<file path="src/hw/rtl/qesm_pkg.sv">
// Shared constants and types for the quadrature encoder speed meter.
// No dependencies; every other file of the block imports this package.
`default_nettype none

package qesm_pkg;

    localparam int RING_DEPTH  = 8;
    localparam int INTERVAL_W  = 17;
    localparam int SUM_W       = INTERVAL_W + $clog2(RING_DEPTH);
    localparam int SLOT_W      = (RING_DEPTH > 1) ? $clog2(RING_DEPTH) : 1;
    localparam int FRAC_BITS   = 16;
    localparam int DIST_W      = 24;
    localparam int POS_W       = 32;
    localparam int TIME_W      = 32;
    localparam int SPEED_W     = 24;

    // speed = SPEED_SCALE * RING_DEPTH / ring sum
    localparam int SPEED_SCALE = 2000000;
    localparam int SPEED_NUM   = SPEED_SCALE * RING_DEPTH;
    localparam int NUM_W       = $clog2(SPEED_NUM + 1);
    localparam int CNT_W       = $clog2(NUM_W);
    localparam logic [NUM_W-1:0] SPEED_NUM_V = NUM_W'(SPEED_NUM);
    localparam logic [31:0] SPEED_MAX = 32'h00FF_FFFF;

    localparam logic [INTERVAL_W-1:0] STALE_RESET = INTERVAL_W'(100000);

    localparam int CFG_IDX_W  = 2;
    localparam int CFG_DATA_W = 24;

    typedef enum logic [CFG_IDX_W-1:0] {
        CFG_REVERSED       = 2'd0,
        CFG_COUNT_DISTANCE = 2'd1,
        CFG_STALE_LIMIT    = 2'd2
    } t_cfg_idx;

    typedef struct packed {
        logic capture;
        logic update;
        logic div_step;
        logic load_out;
    } t_ctrl_cmd;

    typedef struct packed {
        logic need_div;
        logic div_last;
        logic out_free;
    } t_dp_status;

endpackage

`default_nettype wire

</file>
<file path="src/hw/rtl/qesm_if.sv">
// Handshake channel interfaces: encoder edge in, result out, register writes.
// Depends on qesm_pkg for field widths.
`default_nettype none

interface qesm_in_if;
    import qesm_pkg::*;
    logic              valid;
    logic              ready;
    logic              a_level;
    logic              b_level;
    logic [TIME_W-1:0] time_us;
    logic              turning_on_spot;

    modport source (output valid, a_level, b_level, time_us, turning_on_spot, input ready);
    modport sink   (input valid, a_level, b_level, time_us, turning_on_spot, output ready);
endinterface

interface qesm_out_if;
    import qesm_pkg::*;
    logic               valid;
    logic               ready;
    logic [POS_W-1:0]   position;
    logic [31:0]        total_mm;
    logic [SPEED_W-1:0] speed;
    logic               interval_taken;

    modport source (output valid, position, total_mm, speed, interval_taken, input ready);
    modport sink   (input valid, position, total_mm, speed, interval_taken, output ready);
endinterface

interface qesm_cfg_if;
    import qesm_pkg::*;
    logic                  valid;
    logic                  ready;
    logic [CFG_IDX_W-1:0]  index;
    logic [CFG_DATA_W-1:0] data;

    modport source (output valid, index, data, input ready);
    modport sink   (input valid, index, data, output ready);
endinterface

`default_nettype wire

</file>
<file path="src/hw/rtl/qesm_ctrl.sv">
// Sequencing controller: accept, update, iterative divide, result load.
// Depends on qesm_pkg for command and status structs.
`default_nettype none

module qesm_ctrl (
    input  wire logic                i_clk,
    input  wire logic                i_rst_n,
    input  wire logic                i_in_valid,
    output logic                     o_in_ready,
    input  wire qesm_pkg::t_dp_status i_sts,
    output qesm_pkg::t_ctrl_cmd      o_cmd
);
    import qesm_pkg::*;

    typedef enum logic [3:0] {
        S_IDLE   = 4'b0001,
        S_UPDATE = 4'b0010,
        S_DIV    = 4'b0100,
        S_DONE   = 4'b1000
    } t_state;

    t_state r_state, n_state;

    always_comb begin
        n_state        = r_state;
        o_cmd          = '0;
        o_in_ready     = 1'b0;
        unique case (r_state)
            S_IDLE: begin
                o_in_ready = 1'b1;
                if (i_in_valid) begin
                    o_cmd.capture = 1'b1;
                    n_state       = S_UPDATE;
                end
            end
            S_UPDATE: begin
                o_cmd.update = 1'b1;
                n_state      = i_sts.need_div ? S_DIV : S_DONE;
            end
            S_DIV: begin
                o_cmd.div_step = 1'b1;
                if (i_sts.div_last) begin
                    n_state = S_DONE;
                end
            end
            S_DONE: begin
                // hold until the output register frees up
                if (i_sts.out_free) begin
                    o_cmd.load_out = 1'b1;
                    n_state        = S_IDLE;
                end
            end
            default: n_state = S_IDLE;
        endcase
    end

    always_ff @(posedge i_clk) begin
        if (!i_rst_n) begin
            r_state <= S_IDLE;
        end else begin
            r_state <= n_state;
        end
    end

    a_load_when_free: assert property (@(posedge i_clk) disable iff (!i_rst_n)
        o_cmd.load_out |-> i_sts.out_free)
        else $error("result loaded into a full output register");

    a_capture_update: assert property (@(posedge i_clk) disable iff (!i_rst_n)
        o_cmd.capture |=> (r_state == S_UPDATE))
        else $error("captured edge not followed by update");

    a_div_finish: assert property (@(posedge i_clk) disable iff (!i_rst_n)
        (o_cmd.div_step && i_sts.div_last) |=> (r_state == S_DONE))
        else $error("divide did not finish into result stage");

    a_done_release: assert property (@(posedge i_clk) disable iff (!i_rst_n)
        (r_state == S_DONE && i_sts.out_free) |=> (r_state == S_IDLE && o_in_ready))
        else $error("controller did not return to accept after load");

endmodule

`default_nettype wire

</file>
<file path="src/hw/rtl/qesm_dp.sv">
// Datapath: config registers, position and distance update, interval ring,
// restoring divider and output register. Depends on qesm_pkg.
`default_nettype none

module qesm_dp (
    input  wire logic                          i_clk,
    input  wire logic                          i_rst_n,
    input  wire qesm_pkg::t_ctrl_cmd           i_cmd,
    output qesm_pkg::t_dp_status               o_sts,
    input  wire logic                          i_cfg_we,
    input  wire logic [qesm_pkg::CFG_IDX_W-1:0] i_cfg_idx,
    input  wire logic [qesm_pkg::CFG_DATA_W-1:0] i_cfg_data,
    input  wire logic                          i_a_level,
    input  wire logic                          i_b_level,
    input  wire logic [qesm_pkg::TIME_W-1:0]   i_time_us,
    input  wire logic                          i_turning,
    input  wire logic                          i_out_ready,
    output logic                               o_out_valid,
    output logic [qesm_pkg::POS_W-1:0]         o_position,
    output logic [31:0]                        o_total_mm,
    output logic [qesm_pkg::SPEED_W-1:0]       o_speed,
    output logic                               o_interval_taken
);
    import qesm_pkg::*;

    // configuration
    logic                  r_rev;
    logic [DIST_W-1:0]     r_count_dist;
    logic [INTERVAL_W-1:0] r_stale;

    // captured edge
    logic              r_a, r_b, r_turn;
    logic [TIME_W-1:0] r_time;

    // measurement state
    logic [POS_W-1:0]      r_pos, n_pos;
    logic                  r_last_b;
    logic [FRAC_BITS-1:0]  r_frac;
    logic [31:0]           r_mm;
    logic [TIME_W-1:0]     r_last_time;
    logic [INTERVAL_W-1:0] r_ring [RING_DEPTH];
    logic [SLOT_W-1:0]     r_slot;
    logic [SUM_W-1:0]      r_sum, n_sum;
    logic [SPEED_W-1:0]    r_speed;
    logic                  r_taken;

    // divider
    logic [SUM_W-1:0] r_div, r_rem, n_rem;
    logic [NUM_W-1:0] r_quot, n_quot;
    logic [CNT_W-1:0] r_cnt;
    logic [SUM_W:0]   div_trial;
    logic             div_ge;

    // output register
    logic               r_out_valid;
    logic [POS_W-1:0]   r_out_pos;
    logic [31:0]        r_out_mm;
    logic [SPEED_W-1:0] r_out_speed;
    logic               r_out_taken;

    logic                  up1, up2, moved;
    logic [DIST_W:0]       dist_acc;
    logic [TIME_W-1:0]     elapsed;
    logic                  take;

    always_comb begin
        up1      = (r_a != r_last_b) ^ r_rev;
        up2      = (r_a == r_b) ^ r_rev;
        moved    = (up1 == up2);
        n_pos    = r_pos;
        if (up1 && up2) begin
            n_pos = r_pos + POS_W'(2);
        end else if (!up1 && !up2) begin
            n_pos = r_pos - POS_W'(2);
        end
        dist_acc = {{(DIST_W - FRAC_BITS + 1){1'b0}}, r_frac} + {1'b0, r_count_dist};
        elapsed  = r_time - r_last_time;
        take     = !elapsed[TIME_W-1]
                   && (elapsed <= {{(TIME_W - INTERVAL_W){1'b0}}, r_stale});
        n_sum    = r_sum - SUM_W'(r_ring[r_slot]) + SUM_W'(elapsed[INTERVAL_W-1:0]);
    end

    always_comb begin
        div_trial = {r_rem, SPEED_NUM_V[r_cnt]};
        div_ge    = (div_trial >= {1'b0, r_div});
        n_rem     = div_ge ? SUM_W'(div_trial - {1'b0, r_div}) : SUM_W'(div_trial);
        n_quot    = {r_quot[NUM_W-2:0], div_ge};
    end

    assign o_sts.need_div = take && (n_sum != '0);
    assign o_sts.div_last = (r_cnt == '0);
    assign o_sts.out_free = !r_out_valid || i_out_ready;

    always_ff @(posedge i_clk) begin
        if (!i_rst_n) begin
            r_rev        <= 1'b0;
            r_count_dist <= '0;
            r_stale      <= STALE_RESET;
        end else if (i_cfg_we) begin
            unique case (i_cfg_idx)
                CFG_REVERSED:       r_rev        <= i_cfg_data[0];
                CFG_COUNT_DISTANCE: r_count_dist <= i_cfg_data[DIST_W-1:0];
                CFG_STALE_LIMIT:    r_stale      <= i_cfg_data[INTERVAL_W-1:0];
                default: ;
            endcase
        end
    end

    always_ff @(posedge i_clk) begin
        if (i_cmd.capture) begin
            r_a    <= i_a_level;
            r_b    <= i_b_level;
            r_time <= i_time_us;
            r_turn <= i_turning;
        end
    end

    always_ff @(posedge i_clk) begin
        if (!i_rst_n) begin
            r_pos       <= '0;
            r_last_b    <= 1'b0;
            r_frac      <= '0;
            r_mm        <= '0;
            r_last_time <= '0;
            r_slot      <= '0;
            r_sum       <= '0;
            r_speed     <= '0;
            r_taken     <= 1'b0;
            for (int i = 0; i < RING_DEPTH; i++) begin
                r_ring[i] <= '0;
            end
        end else begin
            if (i_cmd.update) begin
                r_pos       <= n_pos;
                r_last_b    <= r_b;
                r_last_time <= r_time;
                r_taken     <= take;
                if (moved && !r_turn) begin
                    r_frac <= dist_acc[FRAC_BITS-1:0];
                    r_mm   <= r_mm + 32'(dist_acc[DIST_W:FRAC_BITS]);
                end
                if (take) begin
                    r_ring[r_slot] <= elapsed[INTERVAL_W-1:0];
                    r_sum          <= n_sum;
                    r_slot         <= (r_slot == SLOT_W'(RING_DEPTH - 1))
                                      ? '0 : r_slot + SLOT_W'(1);
                end
            end
            if (i_cmd.div_step && o_sts.div_last) begin
                // saturate the finished quotient
                r_speed <= (32'(n_quot) > SPEED_MAX) ? SPEED_W'(SPEED_MAX)
                                                     : SPEED_W'(n_quot);
            end
        end
    end

    always_ff @(posedge i_clk) begin
        if (i_cmd.update) begin
            r_div  <= n_sum;
            r_rem  <= '0;
            r_quot <= '0;
            r_cnt  <= CNT_W'(NUM_W - 1);
        end else if (i_cmd.div_step) begin
            r_rem  <= n_rem;
            r_quot <= n_quot;
            r_cnt  <= r_cnt - CNT_W'(1);
        end
    end

    always_ff @(posedge i_clk) begin
        if (!i_rst_n) begin
            r_out_valid <= 1'b0;
        end else if (i_cmd.load_out) begin
            r_out_valid <= 1'b1;
        end else if (i_out_ready) begin
            r_out_valid <= 1'b0;
        end
    end

    always_ff @(posedge i_clk) begin
        if (i_cmd.load_out) begin
            r_out_pos   <= r_pos;
            r_out_mm    <= r_mm;
            r_out_speed <= r_speed;
            r_out_taken <= r_taken;
        end
    end

    assign o_out_valid      = r_out_valid;
    assign o_position       = r_out_pos;
    assign o_total_mm       = r_out_mm;
    assign o_speed          = r_out_speed;
    assign o_interval_taken = r_out_taken;

endmodule

`default_nettype wire

</file>
<file path="src/hw/rtl/quadrature_encoder_speed_meter.sv">
// Quadrature encoder speed meter, top level.
// Usage:
//   i_edge   : one beat per edge on encoder channel A (levels, timestamp,
//              turning flag). Only one edge is in flight at a time.
//   o_result : one beat per edge: position, whole millimetres, speed in
//              counts per second, and whether the interval entered the ring.
//   i_cfg    : register writes (reversed, count_distance, stale_limit_us),
//              always ready; write only while the block is idle.
// Sequence: an accepted edge is captured and then updated; when its interval
//   is taken and the new ring sum is nonzero, the restoring divider then
//   builds the NUM_W-bit quotient, NUM_W being the bit width of 2e6 * ring
//   depth, one quotient bit a cycle; the result stage then loads o_result.
// Accept: a new edge is taken only once the result of the last one has
//   been loaded into the output register.
// Output register: the next edge is accepted while a result waits; a
//   stalled sink holds the block in its result stage before the next load.
// Reset: position, distance, last timestamp, interval ring and speed clear to
//   zero, stale_limit_us returns to 100000; no clearing pass is needed.
// Depends on qesm_pkg, qesm_if, qesm_ctrl and qesm_dp.
`default_nettype none

module quadrature_encoder_speed_meter (
    input wire logic   i_clk,
    input wire logic   i_rst_n,
    qesm_in_if.sink    i_edge,
    qesm_cfg_if.sink   i_cfg,
    qesm_out_if.source o_result
);
    import qesm_pkg::*;

    t_ctrl_cmd  cmd;
    t_dp_status sts;
    logic       in_ready;

    assign i_edge.ready = in_ready;
    assign i_cfg.ready  = 1'b1;

    qesm_ctrl u_ctrl (
        .i_clk      (i_clk),
        .i_rst_n    (i_rst_n),
        .i_in_valid (i_edge.valid),
        .o_in_ready (in_ready),
        .i_sts      (sts),
        .o_cmd      (cmd)
    );

    qesm_dp u_dp (
        .i_clk            (i_clk),
        .i_rst_n          (i_rst_n),
        .i_cmd            (cmd),
        .o_sts            (sts),
        .i_cfg_we         (i_cfg.valid),
        .i_cfg_idx        (i_cfg.index),
        .i_cfg_data       (i_cfg.data),
        .i_a_level        (i_edge.a_level),
        .i_b_level        (i_edge.b_level),
        .i_time_us        (i_edge.time_us),
        .i_turning        (i_edge.turning_on_spot),
        .i_out_ready      (o_result.ready),
        .o_out_valid      (o_result.valid),
        .o_position       (o_result.position),
        .o_total_mm       (o_result.total_mm),
        .o_speed          (o_result.speed),
        .o_interval_taken (o_result.interval_taken)
    );

endmodule

`default_nettype wire
</file>
<file path="src/flat_wrapper.sv">
// flat-port wrapper written by rule: the top's interface ports become plain ports
module quadrature_encoder_speed_meter_flat import qesm_pkg::*;
  (i_clk, i_rst_n, i_edge_valid, i_edge_a_level, i_edge_b_level, i_edge_time_us, i_edge_turning_on_spot, i_edge_ready, i_cfg_valid, i_cfg_index, i_cfg_data, i_cfg_ready, o_result_valid, o_result_position, o_result_total_mm, o_result_speed, o_result_interval_taken, o_result_ready);
  qesm_in_if i_edge_i ();
  qesm_cfg_if i_cfg_i ();
  qesm_out_if o_result_i ();
  input wire logic i_clk;
  input wire logic i_rst_n;
  input wire logic [$bits(i_edge_i.valid)-1:0] i_edge_valid;
  input wire logic [$bits(i_edge_i.a_level)-1:0] i_edge_a_level;
  input wire logic [$bits(i_edge_i.b_level)-1:0] i_edge_b_level;
  input wire logic [$bits(i_edge_i.time_us)-1:0] i_edge_time_us;
  input wire logic [$bits(i_edge_i.turning_on_spot)-1:0] i_edge_turning_on_spot;
  output wire logic [$bits(i_edge_i.ready)-1:0] i_edge_ready;
  input wire logic [$bits(i_cfg_i.valid)-1:0] i_cfg_valid;
  input wire logic [$bits(i_cfg_i.index)-1:0] i_cfg_index;
  input wire logic [$bits(i_cfg_i.data)-1:0] i_cfg_data;
  output wire logic [$bits(i_cfg_i.ready)-1:0] i_cfg_ready;
  output wire logic [$bits(o_result_i.valid)-1:0] o_result_valid;
  output wire logic [$bits(o_result_i.position)-1:0] o_result_position;
  output wire logic [$bits(o_result_i.total_mm)-1:0] o_result_total_mm;
  output wire logic [$bits(o_result_i.speed)-1:0] o_result_speed;
  output wire logic [$bits(o_result_i.interval_taken)-1:0] o_result_interval_taken;
  input wire logic [$bits(o_result_i.ready)-1:0] o_result_ready;
  assign i_edge_i.valid = i_edge_valid;
  assign i_edge_i.a_level = i_edge_a_level;
  assign i_edge_i.b_level = i_edge_b_level;
  assign i_edge_i.time_us = i_edge_time_us;
  assign i_edge_i.turning_on_spot = i_edge_turning_on_spot;
  assign i_edge_ready = i_edge_i.ready;
  assign i_cfg_i.valid = i_cfg_valid;
  assign i_cfg_i.index = i_cfg_index;
  assign i_cfg_i.data = i_cfg_data;
  assign i_cfg_ready = i_cfg_i.ready;
  assign o_result_valid = o_result_i.valid;
  assign o_result_position = o_result_i.position;
  assign o_result_total_mm = o_result_i.total_mm;
  assign o_result_speed = o_result_i.speed;
  assign o_result_interval_taken = o_result_i.interval_taken;
  assign o_result_i.ready = o_result_ready;
  quadrature_encoder_speed_meter u_core (.i_clk(i_clk), .i_rst_n(i_rst_n), .i_edge(i_edge_i), .i_cfg(i_cfg_i), .o_result(o_result_i));
endmodule
</file>
<file path="config.mk">
export PLATFORM = sky130hd
export DESIGN_NAME = quadrature_encoder_speed_meter_flat
export DESIGN_NICKNAME = d
export VERILOG_FILES = /design/src/hw/rtl/qesm_pkg.sv /design/src/hw/rtl/qesm_if.sv /design/src/hw/rtl/qesm_ctrl.sv /design/src/hw/rtl/qesm_dp.sv /design/src/hw/rtl/quadrature_encoder_speed_meter.sv /design/src/flat_wrapper.sv
export SDC_FILE = /design/constraint.sdc
export NUM_CORES = 1
export LEC_CHECK = 0
export ABC_AREA = 1
export BUFFER_PORTS_ARGS = -buffer_cell sky130_fd_sc_hd__buf_2
export CELL_PAD_IN_SITES_DETAIL_PLACEMENT = 1
export CELL_PAD_IN_SITES_GLOBAL_PLACEMENT = 2
export CORE_ASPECT_RATIO = 1.25
export CORE_MARGIN = 4
export CORE_UTILIZATION = 29
export DETAILED_ROUTE_END_ITERATION = 8
export PLACE_DENSITY_LB_ADDON = 0.1
export SLEW_MARGIN = 20
export SYNTH_ARGS = -nofsm -noshare
export SYNTH_HDL_FRONTEND = slang
export SYNTH_SLANG_ARGS = --single-unit
</file>
<file path="constraint.sdc">
create_clock -name i_clk -period 15.7 [get_ports i_clk]
set_input_delay 3.14 -clock i_clk [delete_from_list [all_inputs] [get_ports i_clk]]
set_output_delay 3.14 -clock i_clk [all_outputs]
set_load 0.03 [all_outputs]
</file>
==> results of run 1 <==
==> per-stage QoR <==
step	power, W	setup WS [ns]	cell area, µm²	cells	hold WS [ns]
6_report	0.00395	9.48	32600	4884	0.426
5_1_grt	0.00419	9.08	32600	4884	0.434
4_1_cts	0.00403	9.36	32600	4884	0.425
3_5_place_dp	0.00247	9.36	30400	4762	0.412
3_3_place_gp	0.00245	9.59	30400	4761	0.410
2_1_floorplan	0.00215	8.32	28200	3391	0.403
==> cell type report <==
type                    count  area [µm²]
multi-input cells        2267       12400
flip-flops and latches    538       13600
inverters                 482        1810
repair buffers            185        1040
fillers                 11300       63600
well taps                1290        1610
clock inverters            25         231
clock buffers              97        1910
==> sequential cells by signal, summed over array words and instances, names as in the netlist, 3 cells and up, named ones only <==
register,cells
u_core.u_dp.r_sum,20
u_core.u_dp.r_stale,17
u_core.u_dp.r_count_dist,24
u_core.u_dp.r_slot,3
u_core.u_dp.r_ring,136
u_core.u_dp.r_speed,24
u_core.u_dp.r_pos,31
u_core.u_dp.r_mm,32
u_core.u_dp.o_position,31
u_core.u_ctrl.r_state,4
u_core.u_dp.r_rem,20
u_core.u_dp.o_speed,24
u_core.u_dp.r_frac,16
u_core.u_dp.r_cnt,5
u_core.u_dp.r_div,20
u_core.u_dp.r_last_time,32
u_core.u_dp.r_quot,23
u_core.u_dp.o_total_mm,32
u_core.u_dp.r_time,32
==> per-layer routing <==
metal / wire length (µm) / up-vias
met2: 46900 / 325
met3: 2920 / 131
met5: 0 / -
met1: 44200 / 11500
li1: - / 11500
met4: 2740 / 0
==> final timing paths <==
| kind | start | endpoint | cells past startpoint | slack, ns |
|---|---|---|---|---|
| setup / recovery | u_core.u_dp.r_time[0]$_DFFE_PP_ | u_core.u_dp.r_ring[7][7]$_SDFFCE_PN0P_ | 27 | 9.48 |
| hold / removal | u_core.u_dp.r_speed[21]$_SDFFE_PN0P_ | u_core.u_dp.o_speed[21]$_DFFE_PP_ | 0 | 0.43 |
| setup reg to reg | u_core.u_dp.r_time[0]$_DFFE_PP_ | u_core.u_dp.r_ring[7][7]$_SDFFCE_PN0P_ | 27 | 9.48 |
| hold reg to reg | u_core.u_dp.r_speed[21]$_SDFFE_PN0P_ | u_core.u_dp.o_speed[21]$_DFFE_PP_ | 0 | 0.43 |
==> cell usage in the layout, fill, tap and decap left out, types with 10 or more instances in the layout <==
cell	n
o21bai_1	23
nor3_1	41
nand2_2	12
o21a_1	16
o21ai_0	309
xnor2_1	33
a31oi_1	24
clkbuf_16	68
nand2_1	557
nor2_1	498
edfxtp_1	279
fa_1	22
o211ai_1	26
clkinv_1	11
clkbuf_8	10
o22ai_1	41
clkinv_2	11
clkbuf_1	19
nand3_1	108
ha_1	146
a21oi_1	255
xor2_1	51
buf_2	154
inv_1	467
buf_4	28
dfxtp_1	258
nand4_1	28
==> cell families (layout without fill, tap and decap cells) <==
| group | count (synthesis) | in the layout | synth area share [%] |
|---|---|---|---|
| other | 2 | 2 | 0.0266 |
| buffers and inverters | 586 | 789 | 8.05 |
| adder cells (fa/ha/maj) | 168 | 168 | 8.04 |
| XOR/XNOR | 86 | 86 | 2.67 |
| AND/OR/NAND/NOR | 1293 | 1293 | 19.2 |
| flip-flops | 538 | 538 | 48.1 |
| AO/OA/AOI/OAI | 718 | 718 | 13.9 |
==> power groups by stage <==
stage | Clock [W] | Combinational [W] | Sequential [W]
6_report | 0.00153 | 0.000843 | 0.00158
5_1_grt | 0.00164 | 0.000953 | 0.00159
2_1_floorplan | 0 | 0.000547 | 0.00160
3_5_place_dp | 0 | 0.000853 | 0.00161
4_1_cts | 0.00159 | 0.000858 | 0.00158
3_3_place_gp | 0 | 0.000842 | 0.00161
==> run summary, run 1 <==
sequential element share of the synthesized area: 48.1%
initial antenna violation count: 1
DRC: 0
Net Switching: 0.00127 W
CP Max Fanout: 27
Yosys warning count: 0
largest net degree at the start of global routing: 158
CTS root buffer: clkbuf_16
Avg Cell Area, Syn: 8.31 µm²
slowest CP cell: nand2_1
num ports: 158
Core Region: 96100 µm²
Final Skew: 0.0327 ns
P_int: 0.00269 W
synthesized flop and latch total: 538
CP dominant cell by count: nand2_1
kind of critical path: register to register
postcts setup bufs: 0
CTS tree: yes
grt total ovfl: 0
Site Rows: 127
DRT iter0 DRCs: 1145
critical path buffer and inverter count: 4
combinational power share: 21.3%
Mapped Cells: 3391
required time worst endpoint: 15.94 ns
GR met2 Demand/Resource: 32.3%
Peak VDD IR: 0.0792 mV
gr busiest metal: met2
Worst path top cell family by delay: simple AND/OR/NAND/NOR gates
die area: 102000 µm²
fin nets: 3774
share of cells above drive strength 1: 9.29%
final WL: 96800 µm
Mapped Area: 28200 µm²
global-route wire length before repair: 148000 µm
unrepaired setup endpoints after global routing: no
status: completed
nature of the critical path endpoint: register
Syn Nets: 3625
Tot GR Track Use: 18.7%
met1 usage: 24.5%
DRT antenna net count: 0
Final period util: 39.6%
# setup viols final: 0
vias per inst: 4.82
fraction of registers with async set/reset: 0%
Peak Freq: 161 MHz
clock latency at the later pin of the worst-skew pair: 0.61 ns
Core Util, Final: 33.9%
top cell type's share of synthesized area: 29.7%
Initial Utilization: 29.3%
min cycle time layout: 6.22 ns
fin. max-slew vios: 0
Wirelength per Cell: 19.8 µm
area growth from synthesis to layout: 15.6%
PwrDens: 121 nW/µm²
HPWL after DPL: 71800 µm
top post-synthesis cells by area: edfxtp_1, dfxtp_1, nand2_1, nor2_1, ha_1
Critical Path Source Type: register
sw frac: 32.0%
vias in the first global route: 24900
Placer Congestion: 0.836
post-CTS sizing: 0
Inserted Diodes: 0
clock-pin slew on the worst setup and hold paths: 0.06 ns
met3 Track Usage GR: 2.45%
# hold bufs at CTS: 0
Yosys cell types: 49
CP arrival: 6.46 ns
Max Buffers Root-to-Sink: 3
CTS sink cnt: 538
Least-Margin Pin Slew: 1.21 ns
max cap viols: 0
clock buffer count from CTS: 66
Relative slew margins: 19.0%
drt pass-1 iters: 5
final setup TNS: 0 ns
HP Class: register to register
Synth area leader: edfxtp_1
Seq pwr share: 40.0%
vias post-DR: 23500
most frequent cell after synthesis: nand2_1
Die Span Y: 357 µm
critical path's largest stage delay: 0.72 ns
Top FF cell, synth: edfxtp_1
CTS H-tree depth: 3
Lkg Pwr: 14.4 nW
Post-synth top cells: nand2_1, nor2_1, inv_1
Die W: 287 µm
clock share of power: 38.6%
Post-synth EDFFs: 279
number of port buffers: 155
Fin. Hold Viols: 0
(Power assumes the default switching activity.)
==> run 2: changes to the inputs <==
==> constraint.sdc (replaced) <==
create_clock -name i_clk -period 6.28 [get_ports i_clk]
set_input_delay 1.256 -clock i_clk [delete_from_list [all_inputs] [get_ports i_clk]]
set_output_delay 1.256 -clock i_clk [all_outputs]
set_load 0.03 [all_outputs]
==> run 2 against run 1 <==
Net effect:
- global-route usage is 0.49 points lower
- critical path depth decreased by 4
- count of clock-buffer cells in the layout down 21
- final cell count is 0.45% higher
- routed wire length shrank 2.5%
- register-to-register slack got worse by 8.5 ns
- critical endpoint is now u_core.u_dp.r_mm[31]$_SDFFE_PN0P_
- sequential cell count unchanged
- sequential power grew to 2.5 times the previous value
- via count down 0.89%
- total power is 150% higher
- highest routed layer is now met5
==> run summary, run 2 (synthesis gave the netlist of run 1 again) <==
share of cells above drive strength 1: 9.79%
status: completed
postcts setup bufs: 0
initial antenna violation count: 2
Peak Freq: 188 MHz
Most flops, register: u_core.u_dp.r_ring
max cap viols: 0
Wirelength per Cell: 19.2 µm
CP Max Fanout: 6
CP dominant cell by count: o21ai_0
Peak VDD IR: 0.329 mV
Final Skew: 0.0165 ns
Die Span Y: 357 µm
clock buffer count from CTS: 61
Max Buffers Root-to-Sink: 3
Final period util: 84.9%
P_int: 0.00668 W
largest net degree at the start of global routing: 100
post-CTS sizing: 0
critical path buffer and inverter count: 1
global-route wire length before repair: 146000 µm
number of flip-flops in the largest register: 136
crit-path cells: ha_1 > inv_1 > fa_1 > o21ai_0 > a21oi_1 > o21ai_0 > a21oi_1 > o21ai_0 > nand3_1 > nor3_1 > xor2_1 > ha_1 > nand2_1 > o21ai_0 > a21oi_1 > o211ai_1 > nand2_1 > nor2_1 > nand2_1 > nor2_1 > nand3_1 > o21ai_0 > a21oi_1
unrepaired setup endpoints after global routing: no
Core Region: 96100 µm²
fin. max-slew vios: 0
nature of the critical path endpoint: register
Relative slew margins: 29.9%
CTS H-tree depth: 2
min cycle time layout: 5.33 ns
most frequent cells in the layout: nand2_1, nor2_1, inv_1, o21ai_0, edfxtp_1
DRT antenna net count: 0
most common cell after layout, fill and taps aside: nand2_1
Worst path top cell family by delay: compound AO/OA/AOI/OAI gates
Critical Path Source Type: register
vias in the first global route: 24900
Fin. Hold Viols: 0
Site Rows: 127
DRT iter0 DRCs: 1020
Pwr Total: 0.00983 W
Reg2Reg Depth: 23
DRC: 0
sw frac: 32.1%
number of port buffers: 155
CTS root buffer: clkbuf_16
HPWL after DPL: 71400 µm
kind of critical path: register to register
slowest CP cell: o21ai_0
fin nets: 3797
grt total ovfl: 0
die area: 102000 µm²
vias per inst: 4.75
hold path cells: 0
# hold bufs at CTS: 0
clock latency at the later pin of the worst-skew pair: 0.65 ns
fillers: 11400
area growth from synthesis to layout: 15.9%
CTS sink cnt: 538
Lkg Pwr: 14.5 nW
num ports: 158
CTS tree: yes
Tot GR Track Use: 18.2%
PwrDens: 301 nW/µm²
Die W: 287 µm
critical path's largest stage delay: 0.47 ns
Initial Utilization: 29.3%
Seq pwr share: 40.2%
# setup viols final: 0
drt pass-1 iters: 4
Inserted Diodes: 0
Placer Congestion: 0.839
Least-Margin Pin Slew: 1.05 ns
clock-pin slew on the worst setup and hold paths: 0.06 ns
required time worst endpoint: 6.82 ns
CP arrival: 5.87 ns
Worst path depth: 23
combinational power share: 22.3%
vias post-DR: 23300
HP Class: register to register
clock share of power: 37.5%
final WL: 94400 µm
final setup TNS: 0 ns
Net Switching: 0.00315 W
==> run 2: changes by cell type in the layout (fill, tap and decap cells not counted), moves of 5 or more <==
cell,delta
clkbuf_16,-7
clkinv_1,+6
buf_4,+28
clkbuf_8,-7
clkbuf_1,-7
bufinv_16,+5
clkinv_2,+5
==> run 2: routing by layer <==
metal  up-vias  track usage [%]  routed length (µm)
met5         -                0                   7
met4         2             3.72                1750
met3        96             2.32                2610
met2       239             33.4               47700
met1     11400             23.0               42300
li1      11600                -                   -
==> run 2: power groups by stage <==
stage	combinational, W	clock (W)	sequential [W]
2_1_floorplan	0.00137	0	0.00401
3_3_place_gp	0.00220	0	0.00403
3_5_place_dp	0.00223	0	0.00403
4_1_cts	0.00224	0.00381	0.00396
5_1_grt	0.00248	0.00396	0.00397
6_report	0.00219	0.00368	0.00396
==> run 2: final timing paths <==
| check | startpoint | endpoint | slack, ns |
|---|---|---|---|
| max | u_core.u_dp.r_count_dist[0]$_SDFFE_PN0P_ | u_core.u_dp.r_mm[31]$_SDFFE_PN0P_ | 0.95 |
| min | u_core.u_dp.r_speed[20]$_SDFFE_PN0P_ | u_core.u_dp.o_speed[20]$_DFFE_PP_ | 0.42 |
| max reg2reg | u_core.u_dp.r_count_dist[0]$_SDFFE_PN0P_ | u_core.u_dp.r_mm[31]$_SDFFE_PN0P_ | 0.95 |
| min reg2reg | u_core.u_dp.r_speed[20]$_SDFFE_PN0P_ | u_core.u_dp.o_speed[20]$_DFFE_PP_ | 0.42 |
==> run 2: layout make-up <==
cell class,instances,area [µm²],area share (%)
sequential,538,13600,41.5
clock inverter,40,437,1.34
clock buffer,76,1610,4.94
multi-input combinational,2267,12400,37.9
inverter,482,1810,5.54
timing repair buffer,213,1250,3.83
tap,1290,1610,4.94
==> run 2: metrics by stage <==
step | util, % | cells | worst slack [ns] | hold WS (ns) | cell area, µm²
5_1_grt | 34.0 | 4906 | 0.354 | 0.439 | 32700
4_1_cts | 34.0 | 4905 | 0.858 | 0.431 | 32600
2_1_floorplan | - | 3391 | 0.787 | 0.403 | 28200
3_3_place_gp | 31.8 | 4789 | 0.972 | 0.411 | 30600
6_report | 34.0 | 4906 | 0.948 | 0.425 | 32700
3_5_place_dp | 31.8 | 4789 | 0.888 | 0.412 | 30600
